==> config.mk <==
export PLATFORM = sky130hd
export DESIGN_NAME = two_wire_parity_word_slave
export DESIGN_NICKNAME = d
export VERILOG_FILES = /design/src/design/twpws_pkg.sv /design/src/design/twpws_core.sv /design/src/design/twpws_oreg.sv /design/src/design/two_wire_parity_word_slave.sv
export SDC_FILE = /design/constraint.sdc
export NUM_CORES = 1
export LEC_CHECK = 0
export ABC_CLOCK_PERIOD_IN_PS = 2800
export BUFFER_PORTS_ARGS = -buffer_cell sky130_fd_sc_hd__buf_2
export CAP_MARGIN = 20
export CORE_AREA = 2 2 74 76
export CTS_CLUSTER_DIAMETER = 50
export DETAILED_ROUTE_END_ITERATION = 16
export DIE_AREA = 0 0 76 78
export PLACE_DENSITY = 0.81
export SLEW_MARGIN = 20
export SYNTH_ARGS = -nofsm -noshare
export SYNTH_HDL_FRONTEND = slang
export SYNTH_SLANG_ARGS = --single-unit
==> constraint.sdc <==
create_clock -name clk -period 2.8 [get_ports clk]
set_input_delay 0.28 -clock clk [delete_from_list [all_inputs] [get_ports clk]]
set_output_delay 0.28 -clock clk [all_outputs]
set_load 0.01 [all_outputs]
==> src/design/twpws_pkg.sv <==
// Shared types and constants for the two-wire parity word slave.
package twpws_pkg;

  localparam int DATA_BITS_DEF = 10;

  typedef enum logic [3:0] {
    PH_IDLE         = 4'd0,
    PH_START_SDA    = 4'd1,
    PH_START_SCL    = 4'd2,
    PH_DIR_HIGH     = 4'd3,
    PH_DIR_LOW      = 4'd4,
    PH_RX_HIGH      = 4'd5,
    PH_RX_LOW       = 4'd6,
    PH_TX_LOW       = 4'd7,
    PH_TX_HIGH      = 4'd8,
    PH_TX_LAST      = 4'd9,
    PH_END_SDA_LOW  = 4'd10,
    PH_END_SCL_HIGH = 4'd11,
    PH_END_SDA_HIGH = 4'd12
  } phase_t;

endpackage

==> src/design/twpws_core.sv <==
// Line-sample state machine that advances one step per accepted word and forms its result.
module twpws_core import twpws_pkg::*; #(
  parameter int DATA_BITS = DATA_BITS_DEF,
  parameter int RES_W     = DATA_BITS + 6
) (
  input  logic                 clk,
  input  logic                 rst_n,
  input  logic                 step_en,
  input  logic                 scl,
  input  logic                 sda,
  input  logic [DATA_BITS-1:0] txw,
  output logic [RES_W-1:0]     result
);

  localparam int FRAME_BITS = DATA_BITS + 1;
  localparam int CNT_W      = $clog2(FRAME_BITS + 1);
  localparam int IDX_W      = $clog2(FRAME_BITS);
  localparam logic [CNT_W-1:0] FRAME_CNT = CNT_W'(FRAME_BITS);

  phase_t                phase_r, phase_nxt;
  logic [CNT_W-1:0]      bit_count_r, bit_count_nxt;
  logic [FRAME_BITS-1:0] rx_shift_r, rx_shift_nxt;
  logic [FRAME_BITS-1:0] tx_shift_r, tx_shift_nxt;
  logic                  direction_r, direction_nxt;
  logic                  drive_level_r, drive_level_nxt;

  logic [CNT_W-1:0]      cnt_dec;
  logic                  valid, ending, releasing, enabled, pok;
  logic [DATA_BITS-1:0]  word;

  assign cnt_dec = bit_count_r - 1'b1;

  always_comb begin
    phase_nxt       = phase_r;
    bit_count_nxt   = bit_count_r;
    rx_shift_nxt    = rx_shift_r;
    tx_shift_nxt    = tx_shift_r;
    direction_nxt   = direction_r;
    drive_level_nxt = drive_level_r;
    valid           = 1'b0;
    ending          = 1'b0;
    releasing       = 1'b0;
    word            = '0;
    pok             = 1'b0;
    case (phase_r)
      PH_IDLE: begin
        if (scl && sda) phase_nxt = PH_START_SDA;
      end
      PH_START_SDA: begin
        if (!sda) phase_nxt = PH_START_SCL;
      end
      PH_START_SCL: begin
        if (!scl) phase_nxt = PH_DIR_HIGH;
      end
      PH_DIR_HIGH: begin
        if (scl) begin
          direction_nxt = sda;
          if (sda) tx_shift_nxt = {^txw, txw};
          phase_nxt = PH_DIR_LOW;
        end
      end
      PH_DIR_LOW: begin
        if (!scl) begin
          if (direction_r) begin
            bit_count_nxt   = FRAME_CNT;
            drive_level_nxt = tx_shift_r[FRAME_BITS-1];
            phase_nxt       = PH_TX_HIGH;
          end else begin
            bit_count_nxt = '0;
            rx_shift_nxt  = '0;
            phase_nxt     = PH_RX_HIGH;
          end
        end
      end
      PH_RX_HIGH: begin
        if (scl) begin
          rx_shift_nxt  = {rx_shift_r[FRAME_BITS-2:0], sda};
          bit_count_nxt = bit_count_r + 1'b1;
          if (bit_count_nxt >= FRAME_CNT) begin
            valid = 1'b1;
            word  = rx_shift_nxt[DATA_BITS-1:0];
            pok   = (rx_shift_nxt[DATA_BITS] == ^rx_shift_nxt[DATA_BITS-1:0]);
          end
          phase_nxt = PH_RX_LOW;
        end
      end
      PH_RX_LOW: begin
        if (!scl) phase_nxt = (bit_count_r >= FRAME_CNT) ? PH_END_SDA_LOW : PH_RX_HIGH;
      end
      PH_TX_LOW: begin
        if (!scl) begin
          drive_level_nxt = tx_shift_r[cnt_dec[IDX_W-1:0]];
          phase_nxt       = PH_TX_HIGH;
        end
      end
      PH_TX_HIGH: begin
        if (scl) begin
          if (bit_count_r != '0) bit_count_nxt = cnt_dec;
          phase_nxt = (bit_count_nxt == '0) ? PH_TX_LAST : PH_TX_LOW;
        end
      end
      PH_TX_LAST: begin
        if (!scl) begin
          drive_level_nxt = 1'b0;
          releasing       = 1'b1;
          phase_nxt       = PH_END_SDA_LOW;
        end
      end
      PH_END_SDA_LOW: begin
        if (!sda) phase_nxt = PH_END_SCL_HIGH;
      end
      PH_END_SCL_HIGH: begin
        if (scl) phase_nxt = PH_END_SDA_HIGH;
      end
      PH_END_SDA_HIGH: begin
        if (sda) begin
          ending    = 1'b1;
          phase_nxt = PH_IDLE;
        end
      end
      default: begin
        phase_nxt = PH_IDLE;
      end
    endcase
  end

  assign enabled = releasing || (phase_nxt == PH_TX_LOW) || (phase_nxt == PH_TX_HIGH) ||
                   (phase_nxt == PH_TX_LAST);

  assign result = {ending, direction_nxt, pok, word, valid, enabled,
                   enabled & drive_level_nxt};

  always_ff @(posedge clk) begin
    if (!rst_n) begin
      phase_r       <= PH_IDLE;
      bit_count_r   <= '0;
      rx_shift_r    <= '0;
      tx_shift_r    <= '0;
      direction_r   <= 1'b0;
      drive_level_r <= 1'b0;
    end else if (step_en) begin
      phase_r       <= phase_nxt;
      bit_count_r   <= bit_count_nxt;
      rx_shift_r    <= rx_shift_nxt;
      tx_shift_r    <= tx_shift_nxt;
      direction_r   <= direction_nxt;
      drive_level_r <= drive_level_nxt;
    end
  end

endmodule

==> src/design/twpws_oreg.sv <==
// Output register that holds one result word until the receiver takes it.
module twpws_oreg #(
  parameter int WIDTH = 16
) (
  input  logic             clk,
  input  logic             rst_n,
  input  logic             load,
  input  logic [WIDTH-1:0] load_data,
  output logic             can_load,
  output logic             out_valid,
  input  logic             out_ready,
  output logic [WIDTH-1:0] out_data
);

  logic             valid_r;
  logic [WIDTH-1:0] data_r;

  assign can_load  = !valid_r || out_ready;
  assign out_valid = valid_r;
  assign out_data  = data_r;

  always_ff @(posedge clk) begin
    if (!rst_n) begin
      valid_r <= 1'b0;
    end else if (load) begin
      valid_r <= 1'b1;
    end else if (out_ready) begin
      valid_r <= 1'b0;
    end
  end

  always_ff @(posedge clk) begin
    if (load) begin
      data_r <= load_data;
    end
  end

endmodule

==> src/design/two_wire_parity_word_slave.sv <==
// Top level of the two-wire parity word slave: stream ports, state machine and output register.
//
// Each input word carries one sample of the clock and data lines plus the word to
// send when the master reads. Every accepted input word yields exactly one result
// word: the data line drive and enable, the received word with its valid flag and
// parity check, the current direction and the stop flag.
//
// The state machine steps once per accepted input word and its result is loaded
// into the output register on the same edge, so a result appears in the cycle after
// its input word is accepted. One input word is taken every cycle while the output
// register can load; the state update feeds the output register directly.
//
// in_tready is high whenever the output register is empty or is being emptied in
// the same cycle, so a stalled receiver holds the pending result and pauses input
// without losing or repeating any word.
//
// Synchronous active-low reset returns the machine to idle with all shift
// registers, the bit count and the direction cleared, and empties the output.
module two_wire_parity_word_slave import twpws_pkg::*; #(
  parameter int DATA_BITS = DATA_BITS_DEF
) (
  input  logic                 clk,
  input  logic                 rst_n,
  input  logic                 in_tvalid,
  output logic                 in_tready,
  // Fields from bit 0: scl_level, sda_level, tx_word.
  input  logic [((DATA_BITS+2+7)/8)*8-1:0] in_tdata,
  output logic                 out_tvalid,
  input  logic                 out_tready,
  // Fields from bit 0: sda_drive, sda_enable, word_valid, rx_word, parity_ok,
  // master_reads, frame_end.
  output logic [((DATA_BITS+6+7)/8)*8-1:0] out_tdata
);

  localparam int RES_W = DATA_BITS + 6;
  localparam int OUT_W = ((DATA_BITS + 6 + 7) / 8) * 8;

  logic             accept;
  logic [RES_W-1:0] result;

  assign accept = in_tvalid && in_tready;

  twpws_core #(
    .DATA_BITS(DATA_BITS),
    .RES_W    (RES_W)
  ) u_core (
    .clk    (clk),
    .rst_n  (rst_n),
    .step_en(accept),
    .scl    (in_tdata[0]),
    .sda    (in_tdata[1]),
    .txw    (in_tdata[DATA_BITS+1:2]),
    .result (result)
  );

  twpws_oreg #(
    .WIDTH(OUT_W)
  ) u_oreg (
    .clk      (clk),
    .rst_n    (rst_n),
    .load     (accept),
    .load_data(OUT_W'(result)),
    .can_load (in_tready),
    .out_valid(out_tvalid),
    .out_ready(out_tready),
    .out_data (out_tdata)
  );

endmodule

Word level (Yosys, flattened, before mapping)
Index checks and enable logic that the tools add are counted.

Register bits after elaboration: 48. Word-level logic and storage cells: 101. Output and inout bits: 18.

Bitwise operators: 1. $lt $le $gt $ge: 3. Add/subtract/negate cells: 2. Mux-type cells: 44. Reduce and logical (&&, ||, !) cells: 20. Equal/unequal tests: 20.

Operators with widths (number): $mux W4 (23); $pmux W4 S13 (1); $mux W10 (3); $eq A4 B4 Y1 const B (7); $eq A4 B3 Y1 const B (5); $pmux W10 S2 (1); $reduce_xor A10 Y1 (2); $mux W1 (13); $pmux W4 S3 (1); $reduce_and A5 Y1 (2); $eq A4 B2 Y1 const B (2); $ge A4 B4 Y1 const B (2); $logic_not A4 Y1 (2); $ne A2 B2 Y1 const B (4); $lt A4 B5 Y1 const B (1); $add A4 B1 Y4 const B (1); $bmux W1 S4 (1); $eq A4 B1 Y1 const B (1); $logic_or A1 B1 Y1 (4); $reduce_and A4 Y1 (1); $reduce_bool A2 Y1 (2); $reduce_bool A4 Y1 (1); $sub A4 B1 Y4 const B (1); $pmux W1 S3 (1); other kinds (7) (8).

Depth between registers and ports, before layout
Word-level depth: 13. Mapped depth: 10. Depth with buffers taken out: 8.

Modules after synthesis
From an unflattened synthesis, not the netlist that was laid out.

Cell total of the unflattened synthesis: 335. Area, all modules: 3005.4 µm².

By module, submodules not included: twpws_core (area each 2469.9 µm², cells an instance 314, instances 1); twpws_oreg (area each 529.3 µm², cells an instance 20, instances 1); two_wire_parity_word_slave (area each 6.3 µm², cells an instance 1, instances 1).

Worst setup path after synthesis
No wires, ideal clock.

Path type: flip-flop to flip-flop. Start point: reg u_core.bit_count_r[0]. End point: reg u_oreg.data_r[0] (netlist: u_oreg.out_data[0]), data pin. Arrival: 2.383 ns. Path buffers: 2. Stages on the path, launching flop included: 11. Path slack: 0.275 ns. Data required time: 2.659 ns. Library setup time: 0.141 ns. Path through: dfxtp_1 -> buf_2 -> inv_1 -> ha_1 -> clkbuf_1 -> nand4b_1 -> o22ai_1 -> or4_1 -> and3_4 -> or3_4 -> a21oi_2.

Longest elaborated chain between the ends: 13. Elaborated cells between the ends (all ways): 23.

RTL lines: start: declaration (line twpws_core.sv:21) `logic [CNT_W-1:0] bit_count_r, bit_count_nxt;`; start signal: assignment (line twpws_core.sv:143) `bit_count_r <= bit_count_nxt;`; $sub A4 B1 Y4 / $reduce_bool A4 Y1 (equally long branches) (line twpws_core.sv:31, twpws_core.sv:98); $mux W4 (line twpws_core.sv:98) `if (bit_count_r != '0) bit_count_nxt = cnt_dec;`; $mux W4 (line twpws_core.sv:97) `if (scl) begin`; $mux W4 (line twpws_core.sv:45) `case (phase_r)`; $logic_not A4 Y1 (line twpws_core.sv:99) `phase_nxt = (bit_count_nxt == '0) ? PH_TX_LAST : PH_TX_LOW;`; $mux W4 (line twpws_core.sv:99); $mux W4 (line twpws_core.sv:97); $pmux W4 S13 (line twpws_core.sv:45); $eq A4 B3 Y1 (line twpws_core.sv:127) `assign enabled = releasing || (phase_nxt == PH_TX_LOW) || (phase_nxt == PH_TX_HIGH) ||`; $logic_or A1 B1 Y1 (3 in a row) (line twpws_core.sv:127); $and A1 B1 Y1 * (line twpws_core.sv:131) `enabled & drive_level_nxt};`; net result[0] (line two_wire_parity_word_slave.sv:39) `logic [RES_W-1:0] result;`; end signal: assignment (line twpws_oreg.sv:34) `data_r <= load_data;`; end: declaration (line twpws_oreg.sv:16) `logic [WIDTH-1:0] data_r;`.

Mark *: on every way through the listed nets, which the timed path passes. The rest lies on a longest branch. The select of a mux whose other input is x is not followed. A chain may end at the register's enable or synchronous reset.

Final worst setup path
Start point: reg u_core.bit_count_r[1]. End point: reg u_oreg.data_r[0] (netlist: u_oreg.out_data[0]), data pin.

Same word-level chain as after synthesis.

==> flow_summary.json <==
{
  "status": "completed",
  "grt_pass1_vias": 2080,
  "finalMaxSlewViolations": 0,
  "regArea_sq_um": 1121,
  "vias": 2255,
  "wire_per_inst_um": 14.18,
  "setup.worst_path.start_class": "flip-flop",
  "crit_fanout": 9,
  "cts_sinks": 48,
  "fmax_mhz": 398.3,
  "synth-async-reset-ratio_pct": 0,
  "coreArea_sq_um": 5042,
  "worstPathCellList": "inv_1 -> ha_1 -> xor2_2 -> o22ai_1 -> or4_1 -> and3_4 -> or3_4 -> a21oi_2",
  "multi_input_area_sq_um": 1544,
  "initial_core_util_pct": 55.56,
  "crit_required_ns": 2.97,
  "syn2layout_area_growth_pct": 10.81,
  "synth.distinct_cells": 58,
  "first_pass_iters": 4,
  "rsz0062_at_grt": "no",
  "leakage_nw": 1.154,
  "hpwl_um": 3917,
  "cts_root_buf": "clkbuf_8",
  "ff2ff_path_depth": 8,
  "grt_max_degree": 22,
  "drtIter0Drc": 171,
  "final_common_cell": "buf_2",
  "wl_um": 5614,
  "slew_headroom_pct": 56.66,
  "clock_latency_ns": 0.31,
  "ir_worst_vdd_mv": 0.3768,
  "grt_util_all_layers_pct": 19.49,
  "netlist_instances": 301,
  "synth_fp_nets": 324,
  "yosysWarnings": 0,
  "synth_flop_cell": "dfxtp_1",
  "routabilityCongestion": 0.8884,
  "powerDensity_nw_per_um2": 446.1,
  "clk_pin_slew_worst_paths_ns": 0.09,
  "cp-end-kind": "flip-flop",
  "crit_path_max_incr_delay_ns": 0.50,
  "num_rows": 26,
  "crit_type": "reg2reg",
  "seq_area_frac_synth_pct": 40.02,
  "maxCapViolCount": 0,
  "avgSynthCellArea_sq_um": 9.307,
  "hold_end": "u_oreg.out_valid",
  "reg2reg_to": "u_oreg.out_data[0]",
  "num-fill-cells": 431,
  "cts_buffers": 5,
  "min_path_cells": 3,
  "fin_crit_ns": 2.511,
  "r2r-start": "u_core.bit_count_r[1]",
  "cts_max_level": 2,
  "portBuffers": 33,
  "die_height_um": 78,
  "synth_edf_count": 16,
  "final_cell_mix": "buf_2 (33), dfxtp_1 (32), nand2_1 (22)",
  "cts_setup_buffers": 0,
  "finalCritPeriodShare_pct": 89.66,
  "hold_path.class": "in2reg",
  "grt_pass1_wl_um": 9487,
  "dieArea_sq_um": 5928,
  "grt_overflow": 0,
  "worstPathArrival_ns": 2.68,
  "clock_skew_ns": 0.004524,
  "hold_buffers": 0,
  "cts_resized": 0,
  "hold_viol": 0,
  "synth-seq-cells": 48,
  "finalPower_mw": 1.385,
  "antenna_found_initial": 0,
  "n_antenna_cell": 0,
  "final_layout_size_suffix_gt1_share_pct": 20.55,
  "synth_area_sq_um": 2801,
  "rrSetupSlack_ns": 0.29,
  "via_per_inst": 5.694,
  "tightest_slew_ns": 0.6491,
  "dieWidth_um": 76,
  "tns_ns": 0,
  "clock_path_buffers": 2,
  "drcViolationCount": 0,
  "pre_cts_slack_ns": 0.3182,
  "slowest_stage": "or4_1",
  "fin_ws_ns": 0.2894,
  "holdCritStartpoint": "in_tvalid",
  "final_nets": 348,
  "cts_tree": "done",
  "io_pins": 38,
  "setup_viol": 0,
  "drtAntennaViolNets": 0
}
==> layer usage <==
layer  track usage (%)  routed length, um  share of wire [%]
met3             5.000                304                5.4
met1             25.13               2522                 45
met2             32.77               2734                 49
met4             5.273                 52               0.93
met5                 0                  0                  0
==> Yosys cell counts (all sizes together) (9+ instances only) <==
library cell	n	area, sq um
and2	13	81.33
buf	9	50.04
a21oi	13	68.82
nor2	20	75.07
o21ai	12	60.06
mux2i	16	160.2
edfxtp	16	480.5
xnor2	19	166.4
nand2	22	82.58
dfxtp	32	640.6
nand3	17	85.08
clkbuf	15	56.30
==> cell families (layout without fill, tap and decap cells) <==
| logic type | Yosys count | after routing | share of synthesized area [%] |
|---|---|---|---|
| buf+inv | 32 | 57 | 4.868 |
| mux | 22 | 22 | 9.334 |
| fa+ha+maj | 3 | 3 | 1.340 |
| flops | 48 | 48 | 40.02 |
| xor+xnor | 23 | 23 | 7.459 |
| compound gates | 61 | 61 | 15.01 |
| simple gates | 112 | 112 | 21.97 |
==> worst max-delay path by stage <==
stage,start,to,slack [ns],depth (start not counted)
2_1_floorplan,u_core.bit_count_r[0],u_oreg.out_data[0],0.28,10
3_3_place_gp,u_core.bit_count_r[1],u_oreg.out_data[0],0.38,8
3_5_place_dp,u_core.bit_count_r[1],u_oreg.out_data[0],0.32,8
4_1_cts,u_core.bit_count_r[1],u_oreg.out_data[0],0.29,8
5_1_grt,u_core.bit_count_r[1],u_oreg.out_data[0],0.15,8
6_report,u_core.bit_count_r[1],u_oreg.out_data[0],0.29,8
==> critical path: cells and delay by family (launching register included) <==
family | cells | cell delay [ns]
simple gates | 3 | 1.07
xor+xnor | 1 | 0.19
buf+inv | 1 | 0.11
compound gates | 2 | 0.25
flops | 1 | 0.47
fa+ha+maj | 1 | 0.29
==> power breakdown <==
group          leakage [nW]  switching, mW  total, mW  internal (mW)
sequential            0.420         0.0222      0.758          0.736
clock                0.0516          0.239      0.441          0.202
combinational         0.683          0.104      0.186         0.0818
total                  1.15          0.365       1.38           1.02
==> state kept, by name (all words and copies together), names as in the netlist <==
| register | flops |
|---|---|
| u_oreg.out_data | 16 |
| u_core.tx_shift_r | 11 |
| u_core.rx_shift_r | 10 |
| u_core.bit_count_r | 4 |
| u_core.phase_r | 4 |
| u_core.direction_r | 1 |
| u_core.drive_level_r | 1 |
| u_oreg.out_valid | 1 |
==> area by class of cell <==
cell class              count  share of cell area (%)
clock buffers               6                   2.660
inverters                   8                  0.9674
clock inverters             2                  0.4434
well taps                  70                   2.821
flip-flops and latches     48                   36.11
multi-input cells         221                   49.74
repair buffers             41                   7.255
==> through the flow <==
step	cells	cell area, sq um	utilization [%]	hold slack [ns]
after floorplan	301	2801	-	0.4095
after global placement	388	3008	59.65	0.4539
final	396	3104	61.56	0.2059
after detailed placement	388	3008	59.65	0.4633
after global routing	396	3104	61.56	0.1990
after CTS	396	3104	61.56	0.2079
(Power assumes the default switching activity.)
